===== src/sv/msji_pkg.sv =====
// shared types, codes and saturation helpers for the joint integrator
package msji_pkg;

	localparam int unsigned WORD_W = 32;
	localparam int unsigned PROD_W = 2 * WORD_W;

	typedef enum logic [1:0] {
		OP_SPRING = 2'd0,
		OP_STEP   = 2'd1,
		OP_NUDGE  = 2'd2,
		OP_NONE   = 2'd3
	} op_t;

	typedef enum logic [2:0] {
		REG_TIME_STEP = 3'd0,
		REG_INV_MASS  = 3'd1,
		REG_GRAVITY   = 3'd2,
		REG_RADIUS    = 3'd3,
		REG_LEFT      = 3'd4,
		REG_RIGHT     = 3'd5,
		REG_BOTTOM    = 3'd6,
		REG_TOP       = 3'd7
	} reg_idx_t;

	typedef enum logic [4:0] {
		ST_IDLE,
		ST_DISPATCH,
		ST_SPX_MUL,
		ST_SPX_DIV,
		ST_SPY_MUL,
		ST_SPY_DIV,
		ST_CLAMP_X,
		ST_CLAMP_Y,
		ST_REACT,
		ST_AX,
		ST_ADTX,
		ST_HX,
		ST_MVX,
		ST_AY,
		ST_ADTY,
		ST_HY,
		ST_MVY,
		ST_NUDGE,
		ST_OUT
	} state_t;

	typedef struct packed {
		logic [1:0]         operation;
		logic signed [31:0] spring_force;
		logic signed [31:0] delta_x;
		logic signed [31:0] delta_y;
		logic [30:0]        spring_length;
	} in_item_t;

	typedef struct packed {
		logic signed [31:0] pos_x;
		logic signed [31:0] pos_y;
		logic signed [31:0] vel_x;
		logic signed [31:0] vel_y;
		logic               hit_side;
		logic               hit_floor;
	} out_item_t;

	localparam logic signed [31:0] SAT_MAX = 32'sh7FFF_FFFF;
	localparam logic signed [31:0] SAT_MIN = 32'sh8000_0000;

	// clamp a 34 bit sum to 32 bits
	function automatic logic signed [31:0] sat34(input logic signed [33:0] v);
		logic signed [31:0] r;
		if (v > 34'sh0_7FFF_FFFF) begin
			r = SAT_MAX;
		end else if (v < -34'sh0_8000_0000) begin
			r = SAT_MIN;
		end else begin
			r = v[31:0];
		end
		return r;
	endfunction

	function automatic logic signed [31:0] sat_add(input logic signed [31:0] a,
			input logic signed [31:0] b);
		return sat34(34'(a) + 34'(b));
	endfunction

	function automatic logic signed [31:0] sat_add3(input logic signed [31:0] a,
			input logic signed [31:0] b, input logic signed [31:0] c);
		return sat34(34'(a) + 34'(b) + 34'(c));
	endfunction

	function automatic logic signed [31:0] sat_neg(input logic signed [31:0] a);
		return sat34(-34'(a));
	endfunction

	// sign and magnitude to saturated 32 bit value
	function automatic logic signed [31:0] sat_mag(input logic [63:0] mag, input logic neg);
		logic signed [31:0] r;
		if (!neg) begin
			r = (mag > 64'h7FFF_FFFF) ? SAT_MAX : signed'(mag[31:0]);
		end else begin
			r = (mag > 64'h8000_0000) ? SAT_MIN : signed'(32'(-mag[31:0]));
		end
		return r;
	endfunction

	// halve with truncation toward zero
	function automatic logic signed [31:0] halve(input logic signed [31:0] m);
		logic signed [32:0] e;
		e = 33'(m) + 33'({32'd0, m[31]});
		return e[32:1];
	endfunction

endpackage


===== src/sv/mass_spring_joint_integrator.sv =====
// mass-spring particle integrator: sequencer, state and serial arithmetic
//
// channel | dir | handshake        | beat
// in      | in  | in_valid/stall   | in_item_t: operation, spring, deltas, length
// out     | out | out_valid/stall  | out_item_t: position, velocity, hit flags
// cfg     | in  | cfg_valid/ready  | cfg_index, cfg_data
//
// one item at a time; a spring beat runs two serial multiplies and two serial
// divides, a step beat runs eight serial multiplies, and a nudge beat uses
// neither the multiplier nor the divider.
// arst_n clears the particle state and loads the register defaults.
// in_stall is high whenever an item is in work; a finished beat waits in the
// output register while out_stall is high.
module mass_spring_joint_integrator #(
	parameter int unsigned FRAC_BITS = 16
) (
	input  logic                clk,
	input  logic                arst_n,
	input  logic                in_valid,
	output logic                in_stall,
	input  msji_pkg::in_item_t  in_data,
	output logic                out_valid,
	input  logic                out_stall,
	output msji_pkg::out_item_t out_data,
	input  logic                cfg_valid,
	output logic                cfg_ready,
	input  logic [2:0]          cfg_index,
	input  logic [31:0]         cfg_data
);
	import msji_pkg::*;

	state_t state_q, state_d;

	logic [16:0]        time_step_q;
	logic [30:0]        inv_mass_q;
	logic signed [31:0] gravity_q;
	logic [30:0]        radius_q;
	logic signed [31:0] left_q, right_q, bottom_q, top_q;

	logic signed [31:0] px_q, py_q, vx_q, vy_q, fsx_q, fsy_q, fr_q;
	logic signed [31:0] t_q, tmp_q, half_q;
	logic               side_q, flr_q, wait_q;
	in_item_t           item_q;

	logic               out_valid_q;
	out_item_t          out_q;

	logic               mul_start, mul_busy, mul_done, mul_neg;
	logic signed [31:0] mul_a, mul_b;
	logic [63:0]        mul_mag;
	logic               div_start, div_busy, div_done;
	logic [63:0]        div_quo;

	logic signed [31:0] mulq_res, div_res;
	logic               unit_done;
	logic               in_accept, out_free;

	logic signed [33:0] r34, px34, py34;
	logic               hit_l, hit_r, hit_b, hit_t;
	logic signed [31:0] px_clamp, py_clamp, react_sum;

	assign in_accept = in_valid && !in_stall;
	assign out_free  = !out_valid_q || !out_stall;
	assign in_stall  = (state_q != ST_IDLE);
	assign cfg_ready = 1'b1;

	// serial units
	msji_mul u_mul (
		.clk(clk), .arst_n(arst_n), .start(mul_start), .a(mul_a), .b(mul_b),
		.busy(mul_busy), .done(mul_done), .mag(mul_mag), .neg(mul_neg)
	);

	msji_div u_div (
		.clk(clk), .arst_n(arst_n), .start(div_start), .dividend(mul_mag),
		.divisor(item_q.spring_length), .busy(div_busy), .done(div_done),
		.quotient(div_quo)
	);

	// scaled product and spring quotient
	assign mulq_res = sat_mag(mul_mag >> FRAC_BITS, mul_neg);
	assign div_res  = sat_mag(div_quo, mul_neg);

	// boundary tests
	assign r34      = 34'(signed'({1'b0, radius_q}));
	assign px34     = 34'(px_q);
	assign py34     = 34'(py_q);
	assign hit_l    = (px34 - r34) <= 34'(left_q);
	assign hit_r    = (px34 + r34) >= 34'(right_q);
	assign hit_b    = (py34 - r34) <= 34'(bottom_q);
	assign hit_t    = (py34 + r34) >= 34'(top_q);
	assign px_clamp = hit_l ? sat34(34'(left_q) + r34) : sat34(34'(right_q) - r34);
	assign py_clamp = hit_b ? sat34(34'(bottom_q) + r34) : sat34(34'(top_q) - r34);
	assign react_sum = sat_add(fsy_q, gravity_q);

	// next state
	always_comb begin
		state_d = state_q;
		case (state_q)
			ST_IDLE: begin
				if (in_accept) state_d = ST_DISPATCH;
			end
			ST_DISPATCH: begin
				case (item_q.operation)
					OP_SPRING: state_d = (item_q.spring_length == '0) ? ST_IDLE : ST_SPX_MUL;
					OP_STEP:   state_d = ST_CLAMP_X;
					OP_NUDGE:  state_d = ST_NUDGE;
					default:   state_d = ST_IDLE;
				endcase
			end
			ST_SPX_MUL: if (wait_q && mul_done) state_d = ST_SPX_DIV;
			ST_SPX_DIV: if (wait_q && div_done) state_d = ST_SPY_MUL;
			ST_SPY_MUL: if (wait_q && mul_done) state_d = ST_SPY_DIV;
			ST_SPY_DIV: if (wait_q && div_done) state_d = ST_IDLE;
			ST_CLAMP_X: state_d = ST_CLAMP_Y;
			ST_CLAMP_Y: state_d = ST_REACT;
			ST_REACT:   state_d = ST_AX;
			ST_AX:      if (wait_q && mul_done) state_d = ST_ADTX;
			ST_ADTX:    if (wait_q && mul_done) state_d = ST_HX;
			ST_HX:      if (wait_q && mul_done) state_d = ST_MVX;
			ST_MVX:     if (wait_q && mul_done) state_d = ST_AY;
			ST_AY:      if (wait_q && mul_done) state_d = ST_ADTY;
			ST_ADTY:    if (wait_q && mul_done) state_d = ST_HY;
			ST_HY:      if (wait_q && mul_done) state_d = ST_MVY;
			ST_MVY:     if (wait_q && mul_done) state_d = ST_OUT;
			ST_NUDGE:   state_d = ST_OUT;
			ST_OUT:     if (out_free) state_d = ST_IDLE;
			default:    state_d = ST_IDLE;
		endcase
	end

	// unit starts and operand selection
	always_comb begin
		mul_start = 1'b0;
		div_start = 1'b0;
		mul_a     = fsx_q;
		mul_b     = signed'({15'd0, time_step_q});
		unit_done = 1'b0;
		case (state_q)
			ST_SPX_MUL: begin
				mul_start = !wait_q;
				mul_a     = item_q.spring_force;
				mul_b     = item_q.delta_x;
				unit_done = mul_done;
			end
			ST_SPY_MUL: begin
				mul_start = !wait_q;
				mul_a     = item_q.spring_force;
				mul_b     = item_q.delta_y;
				unit_done = mul_done;
			end
			ST_SPX_DIV, ST_SPY_DIV: begin
				div_start = !wait_q;
				unit_done = div_done;
			end
			ST_AX: begin
				mul_start = !wait_q;
				mul_a     = fsx_q;
				mul_b     = signed'({1'b0, inv_mass_q});
				unit_done = mul_done;
			end
			ST_AY: begin
				mul_start = !wait_q;
				mul_a     = t_q;
				mul_b     = signed'({1'b0, inv_mass_q});
				unit_done = mul_done;
			end
			ST_ADTX, ST_HX, ST_ADTY, ST_HY: begin
				mul_start = !wait_q;
				mul_a     = tmp_q;
				unit_done = mul_done;
			end
			ST_MVX: begin
				mul_start = !wait_q;
				mul_a     = vx_q;
				unit_done = mul_done;
			end
			ST_MVY: begin
				mul_start = !wait_q;
				mul_a     = vy_q;
				unit_done = mul_done;
			end
			default: begin
				mul_start = 1'b0;
			end
		endcase
	end

	// state register and unit wait flag
	always_ff @(posedge clk or negedge arst_n) begin
		if (!arst_n) begin
			state_q <= ST_IDLE;
			wait_q  <= 1'b0;
		end else begin
			state_q <= state_d;
			if (mul_start || div_start) begin
				wait_q <= 1'b1;
			end else if (wait_q && unit_done) begin
				wait_q <= 1'b0;
			end
		end
	end

	// configuration registers
	always_ff @(posedge clk or negedge arst_n) begin
		if (!arst_n) begin
			time_step_q <= 17'd1092;
			inv_mass_q  <= 31'd65536;
			gravity_q   <= '0;
			radius_q    <= '0;
			left_q      <= -32'sd6553600;
			right_q     <= 32'sd6553600;
			bottom_q    <= -32'sd6553600;
			top_q       <= 32'sd6553600;
		end else if (cfg_valid && cfg_ready) begin
			case (reg_idx_t'(cfg_index))
				REG_TIME_STEP: time_step_q <= cfg_data[16:0];
				REG_INV_MASS:  inv_mass_q  <= cfg_data[30:0];
				REG_GRAVITY:   gravity_q   <= cfg_data;
				REG_RADIUS:    radius_q    <= cfg_data[30:0];
				REG_LEFT:      left_q      <= cfg_data;
				REG_RIGHT:     right_q     <= cfg_data;
				REG_BOTTOM:    bottom_q    <= cfg_data;
				REG_TOP:       top_q       <= cfg_data;
				default:       time_step_q <= time_step_q;
			endcase
		end
	end

	// particle state updates
	always_ff @(posedge clk or negedge arst_n) begin
		if (!arst_n) begin
			px_q   <= '0;
			py_q   <= '0;
			vx_q   <= '0;
			vy_q   <= '0;
			fsx_q  <= '0;
			fsy_q  <= '0;
			fr_q   <= '0;
			side_q <= 1'b0;
			flr_q  <= 1'b0;
		end else begin
			case (state_q)
				ST_SPX_DIV: if (wait_q && div_done) fsx_q <= sat_add(fsx_q, div_res);
				ST_SPY_DIV: if (wait_q && div_done) fsy_q <= sat_add(fsy_q, div_res);
				ST_CLAMP_X: begin
					side_q <= hit_l || hit_r;
					if (hit_l || hit_r) begin
						px_q  <= px_clamp;
						fsx_q <= sat_neg(fsx_q);
					end
				end
				ST_CLAMP_Y: begin
					flr_q <= hit_b || hit_t;
					if (hit_b || hit_t) py_q <= py_clamp;
				end
				ST_REACT: begin
					if (flr_q) fr_q <= react_sum[31] ? sat_neg(react_sum) : '0;
				end
				ST_ADTX: if (wait_q && mul_done) vx_q <= sat_add(vx_q, mulq_res);
				ST_MVX:  if (wait_q && mul_done) px_q <= sat_add3(px_q, mulq_res, half_q);
				ST_ADTY: if (wait_q && mul_done) vy_q <= sat_add(vy_q, mulq_res);
				ST_MVY: begin
					if (wait_q && mul_done) begin
						py_q  <= sat_add3(py_q, mulq_res, half_q);
						fsx_q <= '0;
						fsy_q <= '0;
					end
				end
				ST_NUDGE: begin
					px_q   <= sat_add(px_q, item_q.delta_x);
					py_q   <= sat_add(py_q, item_q.delta_y);
					side_q <= 1'b0;
					flr_q  <= 1'b0;
				end
				default: begin
					side_q <= side_q;
				end
			endcase
		end
	end

	// item capture and step temporaries
	always_ff @(posedge clk) begin
		if (in_accept) item_q <= in_data;
		case (state_q)
			ST_AX: begin
				if (!wait_q) t_q <= sat_add3(fsy_q, gravity_q, fr_q);
				if (wait_q && mul_done) tmp_q <= mulq_res;
			end
			ST_AY, ST_ADTX, ST_ADTY: if (wait_q && mul_done) tmp_q <= mulq_res;
			ST_HX, ST_HY: if (wait_q && mul_done) half_q <= halve(mulq_res);
			default: begin
				tmp_q <= tmp_q;
			end
		endcase
	end

	// output register
	always_ff @(posedge clk or negedge arst_n) begin
		if (!arst_n) begin
			out_valid_q <= 1'b0;
		end else if (state_q == ST_OUT && out_free) begin
			out_valid_q <= 1'b1;
		end else if (!out_stall) begin
			out_valid_q <= 1'b0;
		end
	end

	always_ff @(posedge clk) begin
		if (state_q == ST_OUT && out_free) begin
			out_q.pos_x     <= px_q;
			out_q.pos_y     <= py_q;
			out_q.vel_x     <= vx_q;
			out_q.vel_y     <= vy_q;
			out_q.hit_side  <= side_q;
			out_q.hit_floor <= flr_q;
		end
	end

	assign out_valid = out_valid_q;
	assign out_data  = out_q;

	// the two serial units never run together
	a_units_exclusive: assert property (@(posedge clk) disable iff (!arst_n)
		!(mul_busy && div_busy))
		else $error("multiplier and divider busy together");

	// an accepted beat always goes to dispatch
	a_accept_dispatch: assert property (@(posedge clk) disable iff (!arst_n)
		in_accept |=> state_q == ST_DISPATCH)
		else $error("accepted beat not dispatched");

	// a result leaving the sequencer lands in the output register
	a_out_load: assert property (@(posedge clk) disable iff (!arst_n)
		(state_q == ST_OUT && out_free) |=> out_valid_q)
		else $error("result not loaded");

	// a unit is only started when none is in flight
	a_start_idle: assert property (@(posedge clk) disable iff (!arst_n)
		(mul_start || div_start) |-> (!wait_q && !mul_busy && !div_busy))
		else $error("unit started while busy");

endmodule


===== src/sv/msji_mul.sv =====
// bit-serial sign and magnitude multiplier, one multiplier bit per cycle
module msji_mul (
	input  logic               clk,
	input  logic               arst_n,
	input  logic               start,
	input  logic signed [31:0] a,
	input  logic signed [31:0] b,
	output logic               busy,
	output logic               done,
	output logic [63:0]        mag,
	output logic               neg
);
	import msji_pkg::*;

	logic [31:0] a_q;
	logic [63:0] p_q;
	logic        neg_q;
	logic        busy_q;
	logic        done_q;
	logic [5:0]  cnt_q;
	logic [32:0] sum;

	// partial sum of the upper half and the multiplicand
	assign sum = {1'b0, p_q[63:32]} + (p_q[0] ? {1'b0, a_q} : 33'd0);

	// control
	always_ff @(posedge clk or negedge arst_n) begin
		if (!arst_n) begin
			busy_q <= 1'b0;
			done_q <= 1'b0;
			cnt_q  <= '0;
		end else begin
			done_q <= busy_q && (cnt_q == 6'd1);
			if (start) begin
				busy_q <= 1'b1;
				cnt_q  <= 6'(WORD_W);
			end else if (busy_q) begin
				cnt_q <= cnt_q - 6'd1;
				if (cnt_q == 6'd1) begin
					busy_q <= 1'b0;
				end
			end
		end
	end

	// shift-add datapath
	always_ff @(posedge clk) begin
		if (start) begin
			a_q   <= a[31] ? 32'(-a) : a;
			p_q   <= {32'd0, (b[31] ? 32'(-b) : b)};
			neg_q <= a[31] ^ b[31];
		end else if (busy_q) begin
			p_q <= {sum, p_q[31:1]};
		end
	end

	assign busy = busy_q;
	assign done = done_q;
	assign mag  = p_q;
	assign neg  = neg_q;

endmodule


===== src/sv/msji_div.sv =====
// bit-serial restoring divider, one quotient bit per cycle
module msji_div (
	input  logic        clk,
	input  logic        arst_n,
	input  logic        start,
	input  logic [63:0] dividend,
	input  logic [30:0] divisor,
	output logic        busy,
	output logic        done,
	output logic [63:0] quotient
);
	import msji_pkg::*;

	logic [63:0] n_q;
	logic [30:0] rem_q;
	logic [30:0] d_q;
	logic        busy_q;
	logic        done_q;
	logic [6:0]  cnt_q;
	logic [31:0] r2;
	logic        ge;
	logic [31:0] rnew;

	// trial subtract
	assign r2   = {rem_q, n_q[63]};
	assign ge   = r2 >= {1'b0, d_q};
	assign rnew = ge ? (r2 - {1'b0, d_q}) : r2;

	// control
	always_ff @(posedge clk or negedge arst_n) begin
		if (!arst_n) begin
			busy_q <= 1'b0;
			done_q <= 1'b0;
			cnt_q  <= '0;
		end else begin
			done_q <= busy_q && (cnt_q == 7'd1);
			if (start) begin
				busy_q <= 1'b1;
				cnt_q  <= 7'(PROD_W);
			end else if (busy_q) begin
				cnt_q <= cnt_q - 7'd1;
				if (cnt_q == 7'd1) begin
					busy_q <= 1'b0;
				end
			end
		end
	end

	// remainder and quotient shift
	always_ff @(posedge clk) begin
		if (start) begin
			n_q   <= dividend;
			rem_q <= '0;
			d_q   <= divisor;
		end else if (busy_q) begin
			rem_q <= rnew[30:0];
			n_q   <= {n_q[62:0], ge};
		end
	end

	assign busy     = busy_q;
	assign done     = done_q;
	assign quotient = n_q;

endmodule


===== config.mk =====
export PLATFORM = sky130hd
export DESIGN_NAME = mass_spring_joint_integrator
export DESIGN_NICKNAME = d
export VERILOG_FILES = /design/src/sv/msji_pkg.sv /design/src/sv/mass_spring_joint_integrator.sv /design/src/sv/msji_mul.sv /design/src/sv/msji_div.sv
export SDC_FILE = /design/constraint.sdc
export NUM_CORES = 2
export LEC_CHECK = 0
export BUFFER_PORTS_ARGS = -buffer_cell sky130_fd_sc_hd__clkbuf_2
export CORE_MARGIN = 2
export CORE_UTILIZATION = 40
export CTS_CLUSTER_SIZE = 8
export DETAILED_ROUTE_END_ITERATION = 10
export HOLD_SLACK_MARGIN = 0.1
export PLACE_DENSITY = 0.56
export SETUP_SLACK_MARGIN = 0.5
export SLEW_MARGIN = 30
export SYNTH_ARGS = -nofsm -noshare
export SYNTH_HDL_FRONTEND = slang
export SYNTH_SLANG_ARGS = --single-unit
export TNS_END_PERCENT = 50

===== constraint.sdc =====
create_clock -name clk -period 21.5 [get_ports clk]
set_input_delay 3.225 -clock clk [delete_from_list [all_inputs] [get_ports clk]]
set_output_delay 3.225 -clock clk [all_outputs]
set_load 0.01 [all_outputs]

==> metrics.md <==
| Metric | Value |
|---|---|
| Outcome | finished clean |
| Vias in the first global route | 69.9k |
| Avg Cell Area, Syn | 8.92 µm² |
| Most frequent cells in the layout | nand2_1, ha_1, a21oi_1 |
| Largest net degree at the start of global routing | 128 |
| Yosys top cell by area | edfxtp_1 |
| Area growth syn-to-layout | 11.7% |
| Pwr/cell area | 172 nW/µm² |
| Final hold violation count | 0 |
| Initial Util | 40.3% |
| IO buf count | 300 |
| Worst hold slack | 0.462 ns |
| Antenna-violating nets left | 0 |
| Clk Latency, worst-skew pair | 0.87 ns |
| Residual DRC count | 0 |
| Clk sinks | 1,067 |
| Req. time, crit path | 22.18 ns |
| Via density | between 5 and 6 |
| Initial DRC count | 8,796 |
| Global route overflow | 0 |
| Synth top area cells | edfxtp_1, dfrtp_1, ha_1, a21oi_1, xnor2_1 |
| Core area | approximately 210,000 µm² |
| Post-synthesis sequential area ratio | 34.4% |
| Setup CP Type | reg -> reg |
| Post-route clock period utilization | 41.3% |
| TNS Setup | 0 ns |
| Worst-path clk slew | roughly 0.05 ns |
| Synth Warn # | 0 |
| Post-layout minimum cycle time | 8.89 ns |
| CTS resizes | 0 |
| Die Wd | between 400 and 500 µm |
| Final wirelength | 332,000 µm |
| Switching share of power | 50.4% |
| CP Launch Type | flip-flop |
| Maximum VDD drop | 97.8 µV |
| Number of flops mapped to enable cells by yosys | 515 |
| Reg power frac | a little over a fifth |
| Slew Limit Headroom | 28.0% |
| Synth unique cells | 98 |
| CTS HTree Levels | 4 |
| Clock skew | 0.0638 ns |
| Crit. End Element | flip-flop |
| Clk pwr share | 15.5% |
| Final setup vio count | 0 |
| Post-CTS Setup Inserts | 0 |
| CP max FO | 28 |
| Fraction of layout cells with a size suffix above 1 | 10.1% |
| Pre-antenna DRT Iters | 9 |
| Vias | 75.7k |
| Tightest Pin Transition | around 1.1 ns |
| TritonCTS Buffers | 158 |
| Top FF cell, synth | edfxtp_1 |
| Final Max Tran Viols | 0 |
| Non-Filler Cell Area, Final | ~94,000 µm² |
| Top-area cell type share of the netlist area | 18.3% |
| P_leak | around 0.04 µW |
| Logic pwr share | 62.7% |
| Mapped Cells | 9,461 |
| #FFs+latches synth | 1,067 |
| Hold_buf cts | 0 |
| Cell Int Power | 8030 µW |
| Synth Net Count | 10.5k |
| Die Footprint | 215,000 µm² |
| Ports | ~300 |
| Clock Tree Root | clkbuf_16 |
| RSZ-0062 raised after global routing | no |
| Clock Tree Buf Depth | 3 |
| Most common cell after layout, fill and taps aside | nand2_1 |
| Nets | approximately 11k |
| HPWL after detailed placement | roughly 260,000 µm |
| GPL Wtd Cong | 1.01 |
| CTS tree | yes |
| DIE HEIGHT | 463 µm |
| Arr. time, crit path | 9.57 ns |
| Routed len/inst | 26.3 µm |
| Achievable Freq | between 100 and 150 MHz |
| Standard-cell row count | 168 |
| Initial antenna violation count | 32 |
| Net load switching power | 8140 µW |
| Post-synth ARST share | ~46% |
| Placed Area | 89,300 µm² |
| First-pass GRT wire length | 479,000 µm |
| Max_cap viols | 0 |
| Synthesized area | roughly 84,000 µm² |
| Global Route Usage Sum | 29.8% |
| Min-delay worst type | reg -> reg |
-- stage by stage --
stage	cells	power, µW	utilization (%)	setup WS [ns]
after floorplan	9461	10100	-	11.34
after global placement	12300	13200	42.6	12.89
after detailed placement	12300	13300	42.6	12.78
after CTS	12600	15900	45.0	12.68
after global routing	12600	17200	45.0	11.78
final	12600	16200	45.0	12.61
-- worst max-delay path: stages, from the launching register on --
cell	delay, ns
edfxtp_1	0.39
inv_1	0.12
ha_1	0.19
or3b_2	0.50
nor3_2	0.38
nor4b_2	0.52
nand3_1	0.22
or3_1	0.37
or3_1	0.37
nor3_1	0.50
nand2_1	0.13
nand2_1	0.20
nand2_1	0.07
buf_4	0.25
o22ai_1	0.46
ha_1	0.33
a21o_1	0.17
a21o_1	0.19
a21oi_1	0.19
o21ai_0	0.15
a41oi_1	0.42
a211oi_1	0.21
a221o_1	0.45
a311oi_1	0.50
a21oi_1	0.12
o21ai_1	0.28
inv_1	0.52
a221o_1	0.49
-- power groups by stage --
| stage | sequential, µW | combinational (µW) | clock, µW |
|---|---|---|---|
| final | 3520 | 10100 | 2510 |
| after CTS | 3500 | 9890 | 2550 |
| after global placement | 3520 | 9710 | 0 |
| after floorplan | 3150 | 6940 | 0 |
| after global routing | 3550 | 11000 | 2630 |
| after detailed placement | 3530 | 9800 | 0 |
-- logic make-up (layout without fill, tap and decap cells) --
| family | Yosys count | count (layout) | synth area share (%) |
|---|---|---|---|
| compound gates | 2877 | 2877 | 22.0 |
| xor+xnor | 625 | 625 | 6.49 |
| fa+ha+maj | 881 | 881 | 13.8 |
| buf+inv | 1051 | 1407 | 4.69 |
| flops | 1067 | 1067 | 34.4 |
| mux | 274 | 274 | 3.57 |
| other cells | 1 | 9 | 0.00445 |
| simple gates | 2685 | 2685 | 15.1 |
-- Yosys cell counts (all sizes together) (162+ instances only) --
cell type and n:
clkbuf 333, a31oi 163, inv 687, o21ai 618, dfrtp 455, ha 776, xnor2 430, edfxtp 515
mux2 218, nor3 162, nand2 840, nand3 201, nor2 717, a21o 306, a21oi 756, xor2 195
-- flip-flops by register name (all words and copies together), names as in the netlist, 64 cells and up --
name	flops
u_div.quotient	64
item_q	129
out_data	130
u_mul.mag	64
-- final cells by class --
type | instances | area (µm²)
inverter | 691 | 2600
fill | 20400 | 115000
sequential | 1067 | 29000
clock buffer | 266 | 4460
antenna | 8 | 20.0
tap | 2805 | 3510
multi-input combinational | 7343 | 51700
timing repair buffer | 428 | 2500
clock inverter | 22 | 465
-- path summary, 6_finish.rpt --
| check | startpoint | endpoint | slack, ns | cells after the start |
|---|---|---|---|---|
| min in group asynchronous | arst_n | vx_q[25]$_DFFE_PN0P_ | 2.45 | 1 |
| max | u_div.quotient[0]$_DFFE_PP_ | fsy_q[16]$_DFFE_PN0P_ | 12.61 | 27 |
| min | item_q[28]$_DFFE_PP_ | u_div.d_q[28]$_DFFE_PP_ | 0.46 | 0 |
| max reg2reg | u_div.quotient[0]$_DFFE_PP_ | fsy_q[16]$_DFFE_PN0P_ | 12.61 | 27 |
| min reg2reg | item_q[28]$_DFFE_PP_ | u_div.d_q[28]$_DFFE_PP_ | 0.46 | 0 |
| max in group asynchronous | arst_n | left_q[0]$_DFFE_PN0P_ | 16.01 | 4 |
-- per-layer routing --
metal / global-route usage [%] / up-vias / wire length, µm / part of all wire, %
met5: 0 / - / 0 / 0
met4: 10.1 / 0 / 12000 / 3.6
met3: 6.07 / 462 / 29100 / 8.8
met2: 44.0 / 3252 / 141000 / 42
met1: 43.1 / 37000 / 150000 / 45
li1: - / 35000 / - / -
(Power assumes the default switching activity.)
